### src/design/rbmc_pkg.sv
package rbmc_pkg;

  localparam int MAX_LEVELS = 13;
  localparam int DIM_W      = 13;
  localparam int POS_W      = 12;
  localparam int LVL_W      = 4;
  localparam int LS_AW      = 12;
  localparam int SUM_W      = 10;
  localparam logic [DIM_W-1:0] MAX_DIM = 13'd4096;

  // Configuration register indexes.
  localparam logic [1:0] CFG_WIDTH  = 2'd0;
  localparam logic [1:0] CFG_HEIGHT = 2'd1;
  localparam logic [1:0] CFG_MIPS   = 2'd2;

  // Sequencer states.
  localparam logic [1:0] ST_IDLE = 2'd0;
  localparam logic [1:0] ST_LEV  = 2'd1;
  localparam logic [1:0] ST_RD   = 2'd2;

  typedef logic [3:0][7:0]       pix_t;
  typedef logic [3:0][SUM_W-1:0] sum_t;

endpackage

### src/design/rbmc_avg_unit.sv
module rbmc_avg_unit (
  input  rbmc_pkg::sum_t a,
  input  rbmc_pkg::sum_t b,
  output rbmc_pkg::pix_t avg
);

  // Rounded quarter of a two-term sum, per channel.
  always_comb begin
    logic [rbmc_pkg::SUM_W+1:0] t;
    for (int c = 0; c < 4; c++) begin
      t = {2'b00, a[c]} + {2'b00, b[c]} + 12'd2;
      avg[c] = t[9:2];
    end
  end

endmodule

### config.mk
export PLATFORM = sky130hd
export DESIGN_NAME = rbmc_avg_unit
export DESIGN_NICKNAME = d
export VERILOG_FILES = /design/src/design/rbmc_pkg.sv /design/src/design/rbmc_avg_unit.sv
export SDC_FILE = /design/constraint.sdc
export NUM_CORES = 1
export LEC_CHECK = 0
export ABC_AREA = 1
export ABC_CLOCK_PERIOD_IN_PS = 2050
export BUFFER_PORTS_ARGS = -buffer_cell sky130_fd_sc_hd__buf_2
export CORE_ASPECT_RATIO = 0.8
export CORE_MARGIN = 2
export CORE_UTILIZATION = 30
export DETAILED_ROUTE_END_ITERATION = 10
export MAX_ROUTING_LAYER = met4
export SYNTH_ARGS = -nofsm -noshare
export SYNTH_HDL_FRONTEND = slang
export SYNTH_SLANG_ARGS = --single-unit
### constraint.sdc
create_clock -name vclk -period 2.05
set_clock_uncertainty 0.05 [all_clocks]
set_input_delay 0.41 -clock vclk [all_inputs]
set_output_delay 0.41 -clock vclk [all_outputs]
set_load 0.005 [all_outputs]
==> metrics.yaml, run 1 <==
outcome:
  status: "finished with violations"
  violations: "negative setup slack"
sta:
  tightest_slew_ns: 0.1723
  fin_tns_setup_ns: -2.162
  fmax_ghz: 0.4434
  setup_viol: 25
  finalHoldViolCount: 0
  relSlewSlack_pct: 88.52
  rsz0062_at_grt: "true"
  worst_slack_ns: -0.2053
  slew_viol_final: 0
  finalCriticalPeriod_ns: 2.255
  period_share_pct: 110.0
floorplan:
  initial_core_util_pct: 30.46
  design.die.area_um2: 7578
  rows: 27
  ioPinCount: 112
  die_w_um: 96.83
  coreArea_um2: 6790
  die_h_um: 78.27
critical_path:
  slowest_delay_ns: 0.36
  crit_slowest_cell: "fa_2"
  cp_cell_sequence: "buf_6 -> inv_4 -> ha_4 -> nor2_4 -> inv_2 -> fa_2 -> o21ai_4 -> nand2_1 -> nand2_1 -> nand2_1 -> nand2_1 -> buf_2"
  critical_path.top_delay_family: "adder cells"
  start_kind: "primary input"
  cp_max_fo: 3
  cp.required_ns: 1.59
  crit_start: "a[11]"
  endpoint_kind: "primary output"
  crit_buf_inv: 4
  path_depth: 12
  crit_path_frequent_cell: "nand2_1"
  worstPathArrival_ns: 1.80
  criticalPathCategory: "primary input to primary output"
layout:
  syn_to_final_growth_pct: 100.4
  final_area_um2: 4145
  antenna_cells: 0
  multiInputGateArea_um2: 2764
  fillers: 593
  n_sequential_cell: 0
  stdcell_count: 581
  nClkBuffers: 0
  ff_latch_area_um2: 0
  drive_gt1_share_pct: 58.50
  nets: 640
synth:
  ys_types: 18
  synth_seq_area_share_pct: 0
  yosys.area_share.simple_pct: 34.72
  synth_top_family_by_area: "adder cells"
  synth-adder-area-share_pct: 40.17
  syn-cell-area_um2: 2068
  syn_nets: 489
  synth_xor_area_share_pct: 5.505
  muxShareOfSynthArea_pct: 0
  synth_compound_area_share_pct: 6.534
  yosys_warnings: 0
  synth_area_per_cell_um2: 5.995
  syn_inst: 345
routing:
  first_pass_iters: 4
  antenna_left: 0
  drt_iter0_markers: 26
  drt_wl_total_um: 6504
  vias: 2589
  drc_errors: 0
  vias_per_cell: 4.456
  wl_per_cell_um: 11.19
global_route:
  grt_start_max_net_pins: 6
  antenna_found_initial: 0
  grt_use_total_pct: 15.84
  grt_pass1_wl_um: 10290
  grt_overflow_total: 0
  grt_pass1_vias: 2580
placement:
  hpwl_um: 4490
  pre_cts_ws_ns: -0.3041
  gp_routability_congestion: 0.7908
  dp_cells: 570
  postPlaceCellArea_um2: 2953
  numPortBuffers: 112
power:
  swShare_pct: 46.63
  p_leak_nw: 2.186
  seqPwrFrac_pct: 0
  finalPower_mw: 1.508
  max-vdd-ir-drop_mv: 0.2029
  switchingPower_mw: 0.7030
  p_clk_share_pct: 0
  combPwrFrac_pct: 100.0
  power.density_nw_per_um2: 363.7
  p_int_mw: 0.8048
worst_hold_path:
  hp-class: "primary input to primary output"
  holdCritStartpoint: "b[9]"
  holdPathStages: 6
flow_run:
  cap_viol_max_count: 0
==> metal layers <==
metal	up-vias	track usage [%]	part of all wire, %
li1	1379	-	-
met1	1142	17.42	40
met2	62	32.64	55
met3	6	1.336	4.9
met4	0	0.5634	0.81
met5	-	-	0
==> final timing paths <==
check                 endpoint  slack [ns]
worst max-delay path   avg[15]       -0.21
worst min-delay path    avg[7]        1.21
==> cells by family (layout without fill, tap and decap cells) <==
kind of cell | count (synthesis) | count (layout)
AO/OA/AOI/OAI | 22 | 22
XOR/XNOR | 13 | 13
adder cells (fa/ha/maj) | 64 | 64
buffers and inverters | 72 | 221
AND/OR/NAND/NOR | 174 | 174
==> final cells by class <==
cell class	instances	share of cell area, %
Timing Repair Buffer	149	23.75
Tap cell	87	2.626
Multi-Input combinational cell	273	66.68
Inverter	72	6.942
==> timing repair <==
item,in CTS,in global routing
buffers inserted,5,7
pin swaps,43,35
hold buffers,0,0
gates resized for setup,120,54
setup endpoints to repair,29,28
==> worst min-delay path: stages <==
cell and delay [ns]:
buf_2 0.08, nand2_1 0.04, nand2_1 0.09, nand2_1 0.06, nand2_1 0.06, buf_2 0.10
==> power by group through the flow <==
stage,Clock (mW),Sequential (mW),Combinational [mW]
5_1_grt,0,0,1.67
4_1_cts,0,0,1.34
3_5_place_dp,0,0,1.01
6_report,0,0,1.51
3_3_place_gp,0,0,0.998
2_1_floorplan,0,0,0.581
==> Yosys cell counts <==
library cell | n | area (um2)
nor2_2 | 4 | 25.02
a21oi_2 | 1 | 8.760
o21ai_2 | 1 | 8.760
a21o_1 | 7 | 52.55
nand2_1 | 130 | 488.0
or2_1 | 1 | 6.260
ha_1 | 60 | 750.7
inv_1 | 71 | 266.5
a21oi_1 | 13 | 65.06
nand2_2 | 4 | 25.02
xnor2_1 | 2 | 17.52
nor2_1 | 10 | 37.54
fa_1 | 4 | 80.08
nand3_1 | 20 | 100.1
inv_2 | 1 | 3.750
nand3b_1 | 4 | 30.03
nand4_1 | 1 | 6.260
xor2_1 | 11 | 96.34
==> cells in the final DEF (no fill, tap or decap) <==
cell type,count
nand3b_1,4
nor2_1,6
nand3_1,16
nand3_4,1
nor2_4,5
nor2_2,3
a21oi_1,1
o21ai_4,1
ha_4,55
xor2_1,10
a21oi_4,3
nand2_1,99
nand4_1,1
a21o_1,7
ha_1,5
a21oi_2,10
buf_2,94
xnor2_2,2
inv_1,55
buf_6,25
xor2_2,1
buf_4,29
nand3_2,3
nand2_2,29
or2_1,1
inv_4,7
inv_2,10
buf_8,1
fa_2,4
nand2_4,6
==> metrics by stage <==
stage | hold WS, ns | utilization, %
floorplan | 0.9722 | -
global placement | 1.191 | 43.49
detailed placement | 1.209 | 43.49
CTS | 1.203 | 56.77
global route | 1.248 | 61.05
finish | 1.211 | 61.05
(Power assumes the default switching activity.)
==> inputs of run 2 (changes only) <==
CAP_MARGIN = 15   (was default)
CORE_ASPECT_RATIO = default   (was 0.8)
CORE_UTILIZATION = 43   (was 30)
PLACE_DENSITY = 0.81   (was default)
==> run 2 against run 1 <==
Compared with the run above: the run still ends with negative setup slack left; cell count fell by 5.9%; first-iteration DRC count increased to 2.5 times the previous value; non-clock buffer count decreased by 1; critical path depth decreased by 1; final area grew 0.15%; die area shrank 29%; routed wire length grew 30%; critical path type unchanged; critical endpoint is now avg[5]; largest cell class unchanged.
==> metrics.yaml, run 2 (synthesis results as in run 1) <==
global_route:
  antenna_found_initial: 0  # unchanged
  grt_overflow_total: 0  # unchanged
  grt_pass1_wl_um: 11900  # +16%
  grt_pass1_vias: 2808  # +8.8%
  grt_start_max_net_pins: 6  # unchanged
  grt_use_total_pct: 28.37  # +13 points
routing:
  wl_per_cell_um: 15.45  # +38%
  drc_errors: 0  # unchanged
  vias: 2854  # +10%
  antenna_left: 0  # unchanged
  drt_wl_total_um: 8451  # +30%
  wl_met2_um: 4694  # +32%
  first_pass_iters: 4  # unchanged
  top_layer: "met4"
  wl_met3_um: 387  # +21%
  vias_per_cell: 5.218  # +17%
  drt_iter0_markers: 66  # +150%
  met1Wirelength_um: 3010  # +17%
outcome:
  violations: "negative setup slack"
  status: "finished with violations"
power:
  switchingPower_mw: 0.7805  # +11%
  seqPwrFrac_pct: 0  # unchanged
  finalPower_mw: 1.603  # +6.3%
  max-vdd-ir-drop_mv: 0.2783  # +37%
  p_leak_nw: 2.191  # +0.21%
  power.density_nw_per_um2: 386.0  # +6.1%
  p_int_mw: 0.8221  # +2.2%
  p_clk_share_pct: 0  # unchanged
  swShare_pct: 48.70  # +2.1 points
  combPwrFrac_pct: 100.0  # about the same
clock_network:
  cts_hold_buf: 0  # unchanged
layout:
  fin_util_pct: 88.48  # +27 points
  final_common_cell: "nand2_1"
  syn_to_final_growth_pct: 100.7
  nets: 639  # -0.16%
  final_cell_mix: "nand2_1 (95), buf_2 (94), ha_4 (56)"
  drive_gt1_share_pct: 60.65  # +2.1 points
  ff_latch_area_um2: 0  # unchanged
  nClkBuffers: 0  # unchanged
  n_sequential_cell: 0  # unchanged
  stdcell_count: 547  # -5.9%
  antenna_cells: 0  # unchanged
floorplan:
  design.die.area_um2: 5381  # -29%
  rows: 25  # -7.4%
  coreArea_um2: 4692  # -31%
  initial_core_util_pct: 44.08  # +14 points
  ioPinCount: 112  # unchanged
  die_h_um: 73.36  # -6.3%
  die_w_um: 73.36  # -24%
sta:
  fin_tns_setup_ns: -2.533  # -0.3715 ns
  worst_slack_ns: -0.2200  # -0.01472 ns
  tightest_slew_ns: 0.1939  # +0.02166 ns
  finalHoldViolCount: 0  # unchanged
  setup_viol: 26  # +4.0%
  rsz0062_at_grt: "true"
  finalCriticalPeriod_ns: 2.270  # +0.01472 ns
  period_share_pct: 110.7  # +0.72 points
  fmax_ghz: 0.4405  # -0.65%
  slew_viol_final: 0  # unchanged
  relSlewSlack_pct: 87.02  # -1.5 points
critical_path:
  crit_slowest_cell: "fa_2"
  cp_max_fo: 3  # unchanged
  endpoint_kind: "primary output"
  slowest_delay_ns: 0.35  # about the same
  criticalPathCategory: "primary input to primary output"
  worstPathArrival_ns: 1.81  # about the same
  cp.required_ns: 1.59  # about the same
  crit_buf_inv: 3  # -1
  start_kind: "primary input"
  critical_path.top_delay_family: "adder cells"
  cp_cell_sequence: "buf_6 -> inv_2 -> ha_4 -> nor2_4 -> fa_2 -> nand3_2 -> nand2_4 -> nand3_4 -> nand3_1 -> nand2_1 -> buf_2"
placement:
  numPortBuffers: 112  # unchanged
  gp_routability_congestion: 0.8313  # +5.1%
  pre_cts_ws_ns: -0.3044  # -0.0003210 ns
  dp_cells: 536  # -6.0%
  hpwl_um: 4635  # +3.2%
flow_run:
  cap_viol_max_count: 0  # unchanged
worst_hold_path:
  hp-class: "primary input to primary output"
==> run 2: changes by cell type in the layout (fill, tap and decap cells not counted), sizes merged <==
| cell | delta |
|---|---|
| buf | -1 |
==> run 2: path summary, 6_finish.rpt <==
path / start / to / slack (ns) / cells after the start
setup / recovery: b[1] / avg[5] / -0.22 / 11
hold / removal: b[9] / avg[7] / 1.19 / 6
==> run 2: final cells by class <==
type,count,area [um2]
fill,236,540.5
inverter,72,290.3
multi-input combinational,273,2813
tap,54,67.56
timing repair buffer,148,980.9
==> run 2: repair_timing <==
| item | 4_1_cts | 5_1_grt |
|---|---|---|
| setup endpoints to repair | 29 | 28 |
| setup buffers | 6 | 5 |
| cloned | 0 | 0 |
| gates resized for setup | 130 | 59 |
| hold endpoints to repair | 0 | 0 |
| pin swaps | 46 | 55 |
==> run 2: stage by stage <==
step | hold WS [ns] | instance area, um2
detailed placement | 1.175 | 2904
finish | 1.191 | 4151
global route | 1.218 | 4151
floorplan | 0.9722 | 2088
CTS | 1.173 | 3887
global placement | 1.172 | 2904
==> run 2: power groups by stage <==
stage	registers [mW]	logic [mW]	clock network (mW)
after floorplan	0	0.581	0
after global placement	0	0.985	0
after detailed placement	0	1.02	0
after CTS	0	1.37	0
after global routing	0	1.72	0
final	0	1.60	0
==> run 2: layer usage <==
layer | vias up | GRT usage [%]
met1 | 1320 | 25.88
met2 | 125 | 60.16
li1 | 1373 | -
met5 | - | -
met4 | 0 | 8.485
met3 | 36 | 2.469
